`src/sv/lnwd_pkg.sv`:
```
// shared types and constants of the lcd nibble writer with decimal output
package lnwd_pkg;

   typedef enum logic [1:0] {
      OP_CMD  = 2'd0,
      OP_DATA = 2'd1,
      OP_NUM  = 2'd2
   } op_type;

   typedef enum logic [1:0] {
      ST_IDLE,
      ST_CONV,
      ST_EMIT
   } state_type;

   typedef struct packed {
      logic        is_num;
      logic        rs;
      logic [7:0]  byte_val;
      logic [16:0] num;
      logic [2:0]  count;
   } job_type;

   localparam logic [2:0]  MIN_DIGITS   = 3'd2;
   localparam logic [3:0]  ASCII_HIGH   = 4'h3;
   localparam logic [15:0] RECIP_TEN    = 16'd52429;
   localparam int          RECIP_SHIFT  = 19;
   localparam logic        RS_DATA      = 1'b1;

endpackage

```
`src/sv/lnwd_front.sv`:
```
// front end: accepts requests, drops unused op codes, clamps the digit count
module lnwd_front #(
   parameter int MAX_DIGITS = 5
) (
   input  logic             in_valid,
   output logic             in_ready,
   input  logic [1:0]       in_op,
   input  logic [7:0]       in_byte,
   input  logic [16:0]      in_num,
   input  logic [2:0]       in_count,
   output logic             push,
   output lnwd_pkg::job_type job,
   input  logic             q_ready
);
   import lnwd_pkg::*;

   localparam logic [2:0] CNT_MAX = (MAX_DIGITS > 7) ? 3'd7 : 3'(MAX_DIGITS);

   logic [2:0] count_c;
   logic       known_op;

   always_comb begin
      count_c = in_count;
      if (count_c < MIN_DIGITS) begin
         count_c = MIN_DIGITS;
      end
      if (count_c > CNT_MAX) begin
         count_c = CNT_MAX;
      end
   end

   assign known_op = (in_op == OP_CMD) || (in_op == OP_DATA) || (in_op == OP_NUM);
   assign in_ready = q_ready;
   assign push     = in_valid && q_ready && known_op;

   always_comb begin
      job          = '0;
      job.is_num   = (in_op == OP_NUM);
      job.rs       = (in_op == OP_DATA) ? 1'b1 : 1'b0;
      job.byte_val = in_byte;
      job.num      = in_num;
      job.count    = count_c;
   end

endmodule

```
`src/sv/lnwd_queue.sv`:
```
// two-entry queue between front end and back end
module lnwd_queue (
   input  logic             clock,
   input  logic             reset,
   input  logic             push,
   input  lnwd_pkg::job_type wr_job,
   output logic             wr_ready,
   input  logic             pop,
   output lnwd_pkg::job_type rd_job,
   output logic             rd_valid
);
   import lnwd_pkg::*;

   job_type    mem_ff [2];
   logic       wr_ptr_ff, wr_ptr_in;
   logic       rd_ptr_ff, rd_ptr_in;
   logic [1:0] fill_ff, fill_in;
   logic       do_push, do_pop;

   assign wr_ready = (fill_ff != 2'd2);
   assign rd_valid = (fill_ff != 2'd0);
   assign rd_job   = mem_ff[rd_ptr_ff];
   assign do_push  = push && wr_ready;
   assign do_pop   = pop && rd_valid;

   always_comb begin
      wr_ptr_in = do_push ? ~wr_ptr_ff : wr_ptr_ff;
      rd_ptr_in = do_pop ? ~rd_ptr_ff : rd_ptr_ff;
      fill_in   = fill_ff;
      if (do_push && !do_pop) begin
         fill_in = fill_ff + 2'd1;
      end else if (do_pop && !do_push) begin
         fill_in = fill_ff - 2'd1;
      end
   end

   always_ff @(posedge clock) begin
      if (reset) begin
         wr_ptr_ff <= 1'b0;
         rd_ptr_ff <= 1'b0;
         fill_ff   <= 2'd0;
      end else begin
         wr_ptr_ff <= wr_ptr_in;
         rd_ptr_ff <= rd_ptr_in;
         fill_ff   <= fill_in;
      end
   end

   always_ff @(posedge clock) begin
      if (do_push) begin
         mem_ff[wr_ptr_ff] <= wr_job;
      end
   end

endmodule

```
`src/sv/lnwd_back.sv`:
```
// back end: serial decimal conversion and nibble emission with output register
module lnwd_back #(
   parameter int MAX_DIGITS = 5
) (
   input  logic             clock,
   input  logic             reset,
   input  logic             q_valid,
   input  lnwd_pkg::job_type q_job,
   output logic             q_pop,
   output logic             out_valid,
   input  logic             out_ready,
   output logic             out_rs,
   output logic [3:0]       out_nibble,
   output logic             out_last
);
   import lnwd_pkg::*;

   localparam int DW = (MAX_DIGITS > 1) ? $clog2(MAX_DIGITS) : 1;
   localparam int CW = (DW > 3) ? DW : 3;

   state_type   state_ff, state_in;
   logic        is_num_ff, is_num_in;
   logic        rs_ff, rs_in;
   logic [7:0]  byte_ff, byte_in;
   logic [16:0] val_ff, val_in;
   logic [2:0]  count_ff, count_in;
   logic [DW-1:0] dig_ff, dig_in;
   logic        half_ff, half_in;
   logic [3:0]  digit_ff [MAX_DIGITS];

   logic        out_valid_ff, out_valid_in;
   logic        out_rs_ff, out_rs_in;
   logic [3:0]  out_nib_ff, out_nib_in;
   logic        out_last_ff, out_last_in;

   logic [32:0] prod;
   logic [16:0] quot;
   logic [16:0] quot_x10;
   logic [3:0]  rem;
   logic        dig_wr;
   logic        out_free;
   logic        emit;
   logic        top_dig;
   logic        bottom_dig;
   logic        nib_last;
   logic [3:0]  nib_val;
   logic        nib_rs;

   // divide by ten through the reciprocal, exact for 17-bit values
   assign prod     = 33'(val_ff) * 33'(RECIP_TEN);
   assign quot     = 17'(prod >> RECIP_SHIFT);
   assign quot_x10 = 17'({quot, 3'b000}) + 17'({quot, 1'b0});
   assign rem      = 4'(val_ff - quot_x10);

   assign top_dig    = (CW'(dig_ff) == CW'(count_ff - 3'd1));
   assign bottom_dig = (dig_ff == '0);
   assign out_free   = !out_valid_ff || out_ready;

   always_comb begin
      if (is_num_ff) begin
         nib_rs   = RS_DATA;
         nib_val  = half_ff ? digit_ff[dig_ff] : ASCII_HIGH;
         nib_last = half_ff && bottom_dig;
      end else begin
         nib_rs   = rs_ff;
         nib_val  = half_ff ? byte_ff[3:0] : byte_ff[7:4];
         nib_last = half_ff;
      end
   end

   always_comb begin
      state_in  = state_ff;
      is_num_in = is_num_ff;
      rs_in     = rs_ff;
      byte_in   = byte_ff;
      val_in    = val_ff;
      count_in  = count_ff;
      dig_in    = dig_ff;
      half_in   = half_ff;
      q_pop     = 1'b0;
      dig_wr    = 1'b0;
      emit      = 1'b0;
      case (state_ff)
         ST_IDLE: begin
            if (q_valid) begin
               q_pop     = 1'b1;
               is_num_in = q_job.is_num;
               rs_in     = q_job.rs;
               byte_in   = q_job.byte_val;
               val_in    = q_job.num;
               count_in  = q_job.count;
               dig_in    = '0;
               half_in   = 1'b0;
               state_in  = q_job.is_num ? ST_CONV : ST_EMIT;
            end
         end
         ST_CONV: begin
            dig_wr = 1'b1;
            val_in = quot;
            if (top_dig) begin
               half_in  = 1'b0;
               state_in = ST_EMIT;
            end else begin
               dig_in = dig_ff + DW'(1);
            end
         end
         ST_EMIT: begin
            if (out_free) begin
               emit    = 1'b1;
               half_in = ~half_ff;
               if (nib_last) begin
                  state_in = ST_IDLE;
               end else if (is_num_ff && half_ff) begin
                  dig_in = dig_ff - DW'(1);
               end
            end
         end
         default: begin
            state_in = ST_IDLE;
         end
      endcase
   end

   always_comb begin
      out_rs_in   = out_rs_ff;
      out_nib_in  = out_nib_ff;
      out_last_in = out_last_ff;
      if (emit) begin
         out_valid_in = 1'b1;
         out_rs_in    = nib_rs;
         out_nib_in   = nib_val;
         out_last_in  = nib_last;
      end else if (out_ready) begin
         out_valid_in = 1'b0;
      end else begin
         out_valid_in = out_valid_ff;
      end
   end

   always_ff @(posedge clock) begin
      if (reset) begin
         state_ff     <= ST_IDLE;
         out_valid_ff <= 1'b0;
      end else begin
         state_ff     <= state_in;
         out_valid_ff <= out_valid_in;
      end
   end

   always_ff @(posedge clock) begin
      is_num_ff   <= is_num_in;
      rs_ff       <= rs_in;
      byte_ff     <= byte_in;
      val_ff      <= val_in;
      count_ff    <= count_in;
      dig_ff      <= dig_in;
      half_ff     <= half_in;
      out_rs_ff   <= out_rs_in;
      out_nib_ff  <= out_nib_in;
      out_last_ff <= out_last_in;
      if (dig_wr) begin
         digit_ff[dig_ff] <= rem;
      end
   end

   assign out_valid  = out_valid_ff;
   assign out_rs     = out_rs_ff;
   assign out_nibble = out_nib_ff;
   assign out_last   = out_last_ff;

endmodule

```
`src/sv/lcd_nibble_writer_decimal.sv`:
```
// top level of the lcd nibble writer with decimal number output
// usage:
//   req channel takes one request per handshake: tuser carries the op code
//   (command byte, data byte or decimal number), tdata the byte, the number
//   and the digit count. op code 3 is accepted and dropped.
//   rsp channel gives one nibble write per handshake, tlast on the final one
//   of a request, tuser the register-select bit.
//   a byte request yields two nibbles, high first; a number request yields
//   two nibbles per digit (0x3 then the digit), most significant digit first.
// flow:
//   a request reaches the back end through a two-entry queue; a byte request
//   is then loaded and emitted as two nibbles, a number request is loaded,
//   passes through the divide-by-ten loop, which yields its digits least
//   significant first, and is then emitted as two nibbles per digit.
//   the first nibble of a request reaches rsp through the output register once
//   the back end has loaded a byte request or ended a number request's digit loop.
// reset clears the queue, the back-end state and the output valid flag.
// a stalled rsp side holds the output register; the queue keeps taking
// requests until its two entries are full.
module lcd_nibble_writer_decimal #(
   parameter int MAX_DIGITS = 5
) (
   input  logic        clock,
   input  logic        reset,
   input  logic        req_tvalid,
   output logic        req_tready,
   input  logic [31:0] req_tdata,  // byte_value, number_value, digit_count, zero pad
   input  logic [1:0]  req_tuser,  // op
   output logic        rsp_tvalid,
   input  logic        rsp_tready,
   output logic [7:0]  rsp_tdata,  // nibble, zero pad
   output logic        rsp_tuser,  // reg_select
   output logic        rsp_tlast
);
   import lnwd_pkg::*;

   logic    push;
   job_type front_job;
   logic    q_ready;
   job_type q_job;
   logic    q_valid;
   logic    q_pop;
   logic [3:0] nibble;

   lnwd_front #(
      .MAX_DIGITS(MAX_DIGITS)
   ) u_front (
      .in_valid (req_tvalid),
      .in_ready (req_tready),
      .in_op    (req_tuser),
      .in_byte  (req_tdata[7:0]),
      .in_num   (req_tdata[24:8]),
      .in_count (req_tdata[27:25]),
      .push     (push),
      .job      (front_job),
      .q_ready  (q_ready)
   );

   lnwd_queue u_queue (
      .clock    (clock),
      .reset    (reset),
      .push     (push),
      .wr_job   (front_job),
      .wr_ready (q_ready),
      .pop      (q_pop),
      .rd_job   (q_job),
      .rd_valid (q_valid)
   );

   lnwd_back #(
      .MAX_DIGITS(MAX_DIGITS)
   ) u_back (
      .clock      (clock),
      .reset      (reset),
      .q_valid    (q_valid),
      .q_job      (q_job),
      .q_pop      (q_pop),
      .out_valid  (rsp_tvalid),
      .out_ready  (rsp_tready),
      .out_rs     (rsp_tuser),
      .out_nibble (nibble),
      .out_last   (rsp_tlast)
   );

   assign rsp_tdata = {4'b0000, nibble};

endmodule
```
`config.mk`:
```
export PLATFORM = sky130hd
export DESIGN_NAME = lcd_nibble_writer_decimal
export DESIGN_NICKNAME = d
export VERILOG_FILES = /design/src/sv/lnwd_pkg.sv /design/src/sv/lnwd_front.sv /design/src/sv/lnwd_queue.sv /design/src/sv/lnwd_back.sv /design/src/sv/lcd_nibble_writer_decimal.sv
export SDC_FILE = /design/constraint.sdc
export NUM_CORES = 1
export LEC_CHECK = 0
export BUFFER_PORTS_ARGS = -buffer_cell sky130_fd_sc_hd__clkbuf_2
export CORE_MARGIN = 4
export CORE_UTILIZATION = 52
export CTS_CLUSTER_SIZE = 12
export DETAILED_ROUTE_END_ITERATION = 6
export PLACE_DENSITY = 0.73
export SETUP_SLACK_MARGIN = 0.2
export SLEW_MARGIN = 5
export SYNTH_ARGS = -nofsm -noshare
export SYNTH_HDL_FRONTEND = slang
export SYNTH_SLANG_ARGS = --single-unit
export TNS_END_PERCENT = 20
```
`constraint.sdc`:
```
create_clock -name clock -period 7.3 [get_ports clock]
set_input_delay 1.46 -clock clock [delete_from_list [all_inputs] [get_ports clock]]
set_output_delay 1.46 -clock clock [all_outputs]
set_load 0.01 [all_outputs]
```
==> results of run 1 <==
## worst max-delay path by stage
stage / from / end / cells after the start
floorplan: u_back.val_ff[6] / u_back.digit_ff[0][3] / 25
global placement: u_back.val_ff[7] / u_back.digit_ff[4][3] / 24
detailed placement: u_back.val_ff[7] / u_back.digit_ff[4][3] / 24
CTS: u_back.val_ff[7] / u_back.digit_ff[0][3] / 24
global route: u_back.val_ff[7] / u_back.digit_ff[1][3] / 24
finish: u_back.val_ff[6] / u_back.digit_ff[0][3] / 24
## metal layers
metal	share of wire, %	wire length, um	up-vias
li1	-	-	3049
met1	46	8932	2998
met2	47	9129	135
met5	0	0	-
met4	1.8	345	0
met3	5.4	1047	26
## sequential cells by signal, summed over array words and instances, names as in the netlist, named ones only
name / flops
u_back.half_ff: 1
u_back.count_ff: 3
u_back.out_last: 1
u_back.is_num_ff: 1
u_back.byte_ff: 8
u_back.rs_ff: 1
u_back.out_nibble: 4
u_queue.wr_ptr_ff: 1
u_back.out_rs: 1
u_queue.mem_ff: 60
u_back.dig_ff: 3
u_back.state_ff: 2
u_back.val_ff: 17
u_queue.fill_ff: 2
u_back.digit_ff: 20
u_back.out_valid: 1
u_queue.rd_ptr_ff: 1
## cells by family after synthesis
| logic type | count (synthesis) | synth area share [%] |
|---|---|---|
| buf+inv | 209 | 7.853 |
| fa+ha+maj | 233 | 34.88 |
| other cells | 1 | 0.03660 |
| flops | 131 | 37.32 |
| simple gates | 115 | 5.557 |
| xor+xnor | 31 | 2.650 |
| compound gates | 109 | 6.986 |
| mux | 41 | 4.714 |
## cell usage in the layout, fill, tap and decap left out, drive strengths merged, types with 3 or more instances in the layout
master  instances
xnor2          14
clkbuf         59
nand2          30
fa             88
dfxtp          11
o211ai          4
conb            4
inv           189
nand4           8
mux2           18
ha            144
nor2b           9
nor2           27
nand3           7
or2             3
and2            3
a21oi          36
o22ai           4
mux4            4
or3             4
xor2           17
nor3            9
edfxtp        120
and3            5
a21o           11
clkinv          4
buf             8
mux2i          19
bufinv          5
nor4            5
o21ai          28
a211oi          5
## layout make-up
type / instances / area share (%)
Tap cell: 265 / 2.906
Sequential cell: 131 / 33.52
Multi-Input combinational cell: 533 / 49.53
Clock buffer: 18 / 3.762
Clock inverter: 12 / 1.810
Inverter: 187 / 6.153
Timing Repair Buffer: 49 / 2.325
## what timing repair did
item	in CTS	in global routing
setup endpoints to repair	0	5
buffers inserted	0	2
resized for setup	0	3
hold buffers	0	0
endpoints found under the hold margin	0	0
## critical path, stage by stage (launching register included)
cell,delay [ns]
edfxtp_1,0.54
ha_1,0.37
inv_1,0.10
fa_1,0.54
inv_1,0.05
fa_1,0.51
fa_1,0.43
fa_1,0.49
inv_1,0.05
fa_1,0.47
inv_1,0.04
ha_1,0.30
and3_1,0.33
and3_1,0.26
o2111ai_1,0.22
nand2_1,0.17
xor2_1,0.22
ha_1,0.23
xor2_2,0.25
a21oi_1,0.10
nor2b_1,0.15
a31oi_1,0.16
o21ai_0,0.11
nor3_2,0.18
xnor2_2,0.13
## per-stage QoR
stage               worst slack (ns)  utilization [%]  hold slack [ns]  instances  instance area, um2
floorplan                      1.367                -           0.4658        873               10260
global placement              0.6849            55.35           0.4857       1163               10740
detailed placement            0.5266            55.35           0.4940       1163               10740
CTS                           0.4812            58.63           0.5073       1193               11370
global route                  0.2542            58.81           0.5264       1195               11410
finish                        0.6236            58.81           0.5045       1195               11410
==> metrics.txt, run 1 <==
outcome finished, final reports clean; RR Startpoint u_back.val_ff[6]; Iter 0 DRT Violations 258; vias in the first global route 6657; first-pass GRT wire length 32960 um; Layout area overhead 11.36%; clock transition at the registers of the reported paths 0.05 ns; Mapped Avg Cell Area 11.78 um2; met3 usage 3.687%; max_slew headroom 31.21%; Synth Flop Type edfxtp_1; worst r2r dst u_back.digit_ff[0][3]; largest net degree at the start of global routing 29; number of fill cells 1629; Synth Warn # 0; required time of the critical path 7.43 ns; Clock Latency Late Sink 0.41 ns; overflow left after global routing 0; TNS Setup 0 ns; hold path start u_queue.rd_ptr_ff; antenna violations before repair 0; Max H-tree Level 4; Layout Skew 0.008475 ns; FF+latch area 3824 um2; register area share after synthesis 37.32%; mapped cell area 10240 um2; Synth top area share 35.17%; register bit count reported by yosys 131; Max FO, Critical Path 6; largest area contributor in the netlist edfxtp_1; drt first pass iters 4; num rows 51; met2 usage 31.22%; detailed-route vias per instance 5.195; Total Wirelength 19450 um; Async SR Flop Fraction 0%; multi-input logic area 5650 um2; most common library cells after synthesis inv_1, ha_1, edfxtp_1; M1 GR Usage 26.62%; period utilization 91.46%; Synth cell types 59; fin. max-slew vios 0; Starting Density 52.81%; Clock Root Buffer clkbuf_16; TritonCTS Sinks 131; Remaining DRCs 0; RSZ-0062 raised after global routing no; CTS buffer count 17; CTS tree done; fin crit period 6.676 ns; die area 22010 um2; Hold Vio Cnt, Final 0; startpoint types flop; vias post-DR 6208; clk buf depth 2; Hold WC Path Type flop to flop; Critical Setup Path Class flop to flop; I/O pins 50; WHS Endpoint u_queue.rd_ptr_ff; top area cells in the synthesized netlist edfxtp_1, ha_1, fa_1; most common cell in the netlist inv_1; core area 19400 um2; final antenna-violating net count 0; final setup fails 0; nets 1189; Worst-Margin Slew 1.022 ns; Final GP Congestion 0.8936; n_diodes 0; layout cell share with drive strength beyond 1 12.58%; crit path capture type flop; Reg2Reg Depth 24; chip height 148.4 um; Die Wd 148.4 um; busiest grt layer met2; max_cap viols 0; DR WL/cell 16.28 um; arrival time worst endpoint 6.81 ns; Reg2Reg Setup Slack 0.62 ns; IO buf count 41; DP Wirelength 15690 um; Post-synth EDFFs 120; Fmax achieved 0.1498 GHz; gr usage total 19.22%; hold depth 2; Synth Instances 870
Power of run 1 is left out: the tool's default activity adds up to more than one toggle a clock period on the data nets, which glitch-free logic cannot reach.
==> inputs of run 2 (changes only) <==
- ABC_AREA: not set -> 1
- CTS_BUF_LIST: not set -> sky130_fd_sc_hd__clkbuf_2 sky130_fd_sc_hd__clkbuf_4 sky130_fd_sc_hd__clkbuf_8
- SKIP_LAST_GASP: not set -> 1
==> run 2 against run 1 <==
- die area is 4.4% higher
- global-route usage rose by 2.2 points
- critical endpoint is now u_back.digit_ff[3][3]
- synthesized area grew 4.7%
- highest routed layer unchanged
==> metrics.txt, run 2 <==
outcome finished, final reports clean; arrival time worst endpoint 6.16 ns (-0.65 ns); drt first pass iters 6 (+2); Clock Root Buffer clkbuf_8; Die Wd 151.6 um (+2.2%); crit path capture type flop; hold path start u_back.out_valid; period utilization 82.12% (-9.3 points); CP max stage cell edfxtp_1; Iter 0 DRT Violations 380 (+47%); largest net degree at the start of global routing 31 (+6.9%); Fmax achieved 0.1668 GHz (+11%); Remaining DRCs 0 (unchanged); Synth Warn # 0 (unchanged); Crit. Startpoint u_back.val_ff[0]; first-pass GRT wire length 37860 um (+15%); RSZ-0062 raised after global routing no; CTS tree done; IO buf count 41 (unchanged); cts-stage hold buffer count 0 (unchanged); n_diodes 0 (unchanged); antenna violations before repair 0 (unchanged); detailed-route vias per instance 5.127 (-1.3%); top flop regs u_queue.mem_ff: 60 flops, u_back.digit_ff: 20 flops, u_back.val_ff: 17 flops; most common cell in the netlist inv_1; Layout area overhead 8.843%; final antenna-violating net count 0 (unchanged); max_slew headroom 39.45% (+8.2 points); DR WL/cell 15.69 um (-3.7%); most common library cells after synthesis inv_1, nand2_1, ha_1; max_cap viols 0 (unchanged); vias post-DR 7409 (+19%); Layout Skew 0.01592 ns (+0.007445 ns); Hold Vio Cnt, Final 0 (unchanged); Synth Flop Type edfxtp_1; clock transition at the registers of the reported paths 0.08 ns (+0.03 ns); commonest non-fill, non-tap cells in the layout inv_1, nand2_1, ha_1; Hold WC Path Type flop to flop; layout cell share with drive strength beyond 1 9.277% (-3.3 points); cell with the most instances on the worst path inv_1; Async SR Flop Fraction 0% (unchanged); commonest non-fill, non-tap cell in the layout inv_1; I/O pins 50 (unchanged); mapped cell area 10720 um2 (+4.7%); Synth Instances 1110 (+28%); nets 1432 (+20%); largest area contributor in the netlist edfxtp_1; gr usage total 21.37% (+2.2 points); Clock Latency Late Sink 0.43 ns (+0.02 ns); final core occ 57.69% (-1.1 points); startpoint types flop; Total Wirelength 22670 um (+17%); Starting Density 53.00% (+0.19 points); DP Wirelength 18490 um (+18%); Critical Setup Path Class flop to flop; num rows 52 (+2.0%); FF+latch area 3824 um2 (unchanged); top area cells in the synthesized netlist edfxtp_1, ha_1, fa_1; multi-input logic area 5934 um2 (+5.0%); CTS buffer count 17 (unchanged); die area 22980 um2 (+4.4%); core area 20230 um2 (+4.3%); overflow left after global routing 0 (unchanged); register area share after synthesis 35.66% (-1.7 points); number of fill cells 1695 (+4.1%); Synth top area share 33.60% (-1.6 points); largest reg by FF count u_queue.mem_ff; Worst-Margin Slew 0.9072 ns (-0.1153 ns); Post-synth EDFFs 120 (unchanged); TNS Setup 0 ns (unchanged); final setup fails 0 (unchanged); register bit count reported by yosys 131 (unchanged); max FFs per register 60 (unchanged); Synth cell types 52 (-12%); Max H-tree Level 4 (unchanged); post_cts resized 0 (unchanged); Mapped Avg Cell Area 9.661 um2 (-18%); fin crit period 5.995 ns (-0.6818 ns); TritonCTS Sinks 131 (unchanged); RR Startpoint u_back.val_ff[0]; clk buf depth 2 (unchanged); Max FO, Critical Path 7 (+1); vias in the first global route 7544 (+13%); Largest stage delay, worst path 0.56 ns (+0.02 ns); chip height 151.6 um (+2.2%); required time of the critical path 7.46 ns (+0.03 ns); post-CTS setup buffer count 0 (unchanged); fin. max-slew vios 0 (unchanged); Final GP Congestion 0.9797 (+9.6%)
-- run 2: final timing paths --
check,endpoint,slack [ns],depth (start not counted)
setup / recovery,u_back.digit_ff[3][3],1.31,27
hold / removal,u_back.out_valid,0.52,2
hold reg to reg,u_back.out_valid,0.52,2
setup reg to reg,u_back.digit_ff[3][3],1.31,27
-- run 2: through the flow --
step	cells	hold WS [ns]	cell area [um2]	setup slack (ns)
finish	1445	0.5163	11670	1.305
CTS	1445	0.5130	11670	1.307
global placement	1413	0.4902	11250	1.416
global route	1445	0.5306	11670	0.8927
detailed placement	1413	0.4973	11250	1.371
floorplan	1113	0.4787	10740	1.972
-- run 2: routing by layer --
| metal | GRT usage (%) | vias up | wire, um |
|---|---|---|---|
| met5 | 0 | - | 0 |
| met4 | 5.840 | 0 | 319 |
| met3 | 4.967 | 21 | 1387 |
| met2 | 33.90 | 202 | 10480 |
| met1 | 29.75 | 3510 | 10480 |
| li1 | - | 3676 | - |
-- run 2: logic make-up after synthesis --
| kind of cell | share of synthesized area [%] |
|---|---|
| compound gates | 6.277 |
| xor+xnor | 1.225 |
| fa+ha+maj | 33.32 |
| buf+inv | 9.159 |
| flops | 35.66 |
| mux | 0.09334 |
| other cells | 0.03497 |
| simple gates | 14.23 |
-- run 2: layout make-up --
cell class / count / area share, %
multi-input combinational: 725 / 50.84
sequential: 131 / 32.76
inverter: 240 / 7.718
tap: 270 / 2.894
timing repair buffer: 47 / 2.144
clock buffer: 17 / 2.005
clock inverter: 15 / 1.640
-- run 2: worst max-delay path: cells and delay by family (launching register included) --
kind,cells,cell delay (ns)
compound gates,2,0.39
xor+xnor,1,0.23
fa+ha+maj,8,3.22
buf+inv,8,0.57
flops,1,0.56
simple gates,8,0.77
Power of run 2 is left out for the same reason.
==> inputs of run 3 (changes only) <==
- ABC_AREA: 1 -> 0
- PLACE_DENSITY: 0.73 -> 0.76
- clock period: 7.3 -> 5.35 ns (I/O delays scaled with it)
==> run 3 against run 2 <==
- the run now ends with negative setup slack left
- die area shrank 4.2%
- non-clock buffer count increased by 119
- wire length is 6.0% lower
- cell count is 9.1% lower
- first-iteration DRC count shrank 25%
- sequential share of layout area shrank 1.6 points
- setup slack worse by 2.1 ns
- maximum frequency shrank 1.8%
- register-to-register slack got worse by 2.1 ns
- clock skew decreased by 0.0026 ns
- via count shrank 9.6%
- critical endpoint is now u_back.digit_ff[4][3]
- largest cell class unchanged
- highest routed layer unchanged
==> metrics.txt, run 3 (same netlist as run 1, synthesis figures left out) <==
clk buf depth 2 (unchanged); fin. max-slew vios 0 (unchanged); final core occ 63.18% (+5.5 points); TritonCTS Sinks 131 (unchanged); hold path start u_back.rs_ff; first-pass GRT wire length 35670 um (-5.8%); Die Wd 148.4 um (-2.1%); required time of the critical path 5.55 ns (-1.91 ns); final setup fails 27 (+27); Worst-Margin Slew 1.049 ns (+0.1421 ns); nets 1306 (-8.8%); crit path capture type flop; failing checks negative setup slack; largest reg by FF count u_queue.mem_ff; Largest stage delay, worst path 0.57 ns (about the same); cts-stage hold buffer count 0 (unchanged); largest net degree at the start of global routing 31 (unchanged); detailed-route vias per instance 5.100 (-0.54%); RR Startpoint u_back.val_ff[8]; final antenna-violating net count 0 (unchanged); CTS tree done; die area 22010 um2 (-4.2%); num rows 51 (-1.9%); busiest grt layer met2; IO buf count 41 (unchanged); fin crit period 6.102 ns (+0.1071 ns); drt first pass iters 4 (-2); hold depth 1 (-1); max FFs per register 60 (unchanged); core area 19400 um2 (-4.1%); clock transition at the registers of the reported paths 0.08 ns (about the same); cell with the most instances on the worst path fa_1; number of fill cells 1496 (-12%); cells along the critical path buf_4, ha_1, inv_1, fa_1, fa_1, fa_1, fa_1, fa_1, inv_1, ha_2, nand2_1, o21ai_4, a31oi_4, nand2_2, xor2_2, ha_4, xor2_4, a21oi_2, nand2_1, o32a_1, o21ai_1, nor3_2, xnor2_1, buf_4; WHS Endpoint u_back.out_rs; gr usage total 20.81% (-0.56 points); Clock Latency Late Sink 0.44 ns (about the same); Hold Vio Cnt, Final 0 (unchanged); post-route setup slack -0.7517 ns (-2.057 ns); Max H-tree Level 4 (unchanged); Total Wirelength 21290 um (-6.0%); n_diodes 0 (unchanged); CP max stage cell fa_1; Layout Skew 0.01332 ns (-0.002598 ns); max_cap viols 0 (unchanged); arrival time worst endpoint 6.30 ns (+0.14 ns); vias post-DR 6701 (-9.6%); startpoint types flop; outcome complete, but fails checks; Starting Density 52.81% (-0.19 points); Layout area overhead 19.64%; max_slew headroom 29.40% (-10 points); RSZ-0062 raised after global routing yes; Iter 0 DRT Violations 284 (-25%); top flop regs u_queue.mem_ff: 60 flops, u_back.digit_ff: 20 flops, u_back.val_ff: 17 flops; Critical Setup Path Class flop to flop; CP delay by family, top adder cells; Hold WC Path Type flop to flop; DP Wirelength 17030 um (-7.9%); Clock Root Buffer clkbuf_8; Remaining DRCs 0 (unchanged); Final GP Congestion 0.9536 (-2.7%); met3 usage 3.656% (-1.3 points); DR WL/cell 16.21 um (+3.3%); Max FO, Critical Path 5 (-2); I/O pins 50 (unchanged); commonest non-fill, non-tap cell in the layout inv_1; CTS buffer count 17 (unchanged); period utilization 114.0% (+32 points); met2 usage 35.12% (+1.2 points); M1 GR Usage 28.15% (-1.6 points); worst r2r dst u_back.digit_ff[4][3]; Fmax achieved 0.1639 GHz (-1.8%); Reg2Reg Setup Slack -0.75 ns (-2.06 ns); overflow left after global routing 0 (unchanged); antenna violations before repair 0 (unchanged); Reg2Reg Depth 24 (-11%); commonest non-fill, non-tap cells in the layout inv_1, ha_1, buf_4; layout cell share with drive strength beyond 1 25.17% (+16 points); Worst Path Buf+Inv 4 (-4); vias in the first global route 7210 (-4.4%); chip height 148.4 um (-2.1%)
==> run 3: metrics by stage <==
step                hold slack, ns  area [um2]  setup WS [ns]  std cells  TNS, ns
floorplan                   0.4658       10310        -0.4634        873   -2.317
global placement            0.4832       11570        -0.8885       1267   -11.23
detailed placement          0.4944       11570        -0.9045       1267   -11.99
CTS                         0.5249       12200        -0.7145       1312   -11.82
global route                0.5517       12260        -0.9940       1314   -18.76
finish                      0.5245       12260        -0.7517       1314   -12.29
==> run 3: cell type report <==
cell class | count | area, um2 | area share (%)
timing repair buffer | 166 | 1151 | 9.392
clock inverter | 14 | 143.9 | 1.174
multi-input combinational | 533 | 5863 | 47.84
sequential | 131 | 3824 | 31.20
clock buffer | 18 | 241.5 | 1.970
inverter | 187 | 701.9 | 5.727
tap | 265 | 331.6 | 2.705
==> run 3: per-layer routing <==
| layer | share of wire [%] | vias up | wire, um |
|---|---|---|---|
| li1 | - | 3270 | - |
| met3 | 4.7 | 28 | 995 |
| met2 | 49 | 150 | 10430 |
| met5 | 0 | - | 0 |
| met4 | 1.7 | 0 | 360 |
| met1 | 45 | 3253 | 9512 |
==> run 3: worst max-delay path by stage <==
| stage | startpoint | endpoint | slack [ns] | cells past startpoint |
|---|---|---|---|---|
| detailed placement | u_back.val_ff[8] | u_back.digit_ff[0][3] | -0.90 | 21 |
| global route | u_back.val_ff[8] | u_back.digit_ff[1][3] | -0.99 | 27 |
| global placement | u_back.val_ff[8] | u_back.digit_ff[2][3] | -0.89 | 21 |
| CTS | u_back.val_ff[8] | u_back.digit_ff[0][3] | -0.71 | 23 |
| finish | u_back.val_ff[8] | u_back.digit_ff[4][3] | -0.75 | 24 |
| floorplan | u_back.val_ff[6] | u_back.digit_ff[0][3] | -0.46 | 25 |
==> run 3: what timing repair did <==
action                                  4_1_cts  5_1_grt
pin swaps                                    15        6
resized for setup                            24        7
setup buffers                                13        2
endpoints found under the setup margin       29       29
Power of run 3 is left out for the same reason.
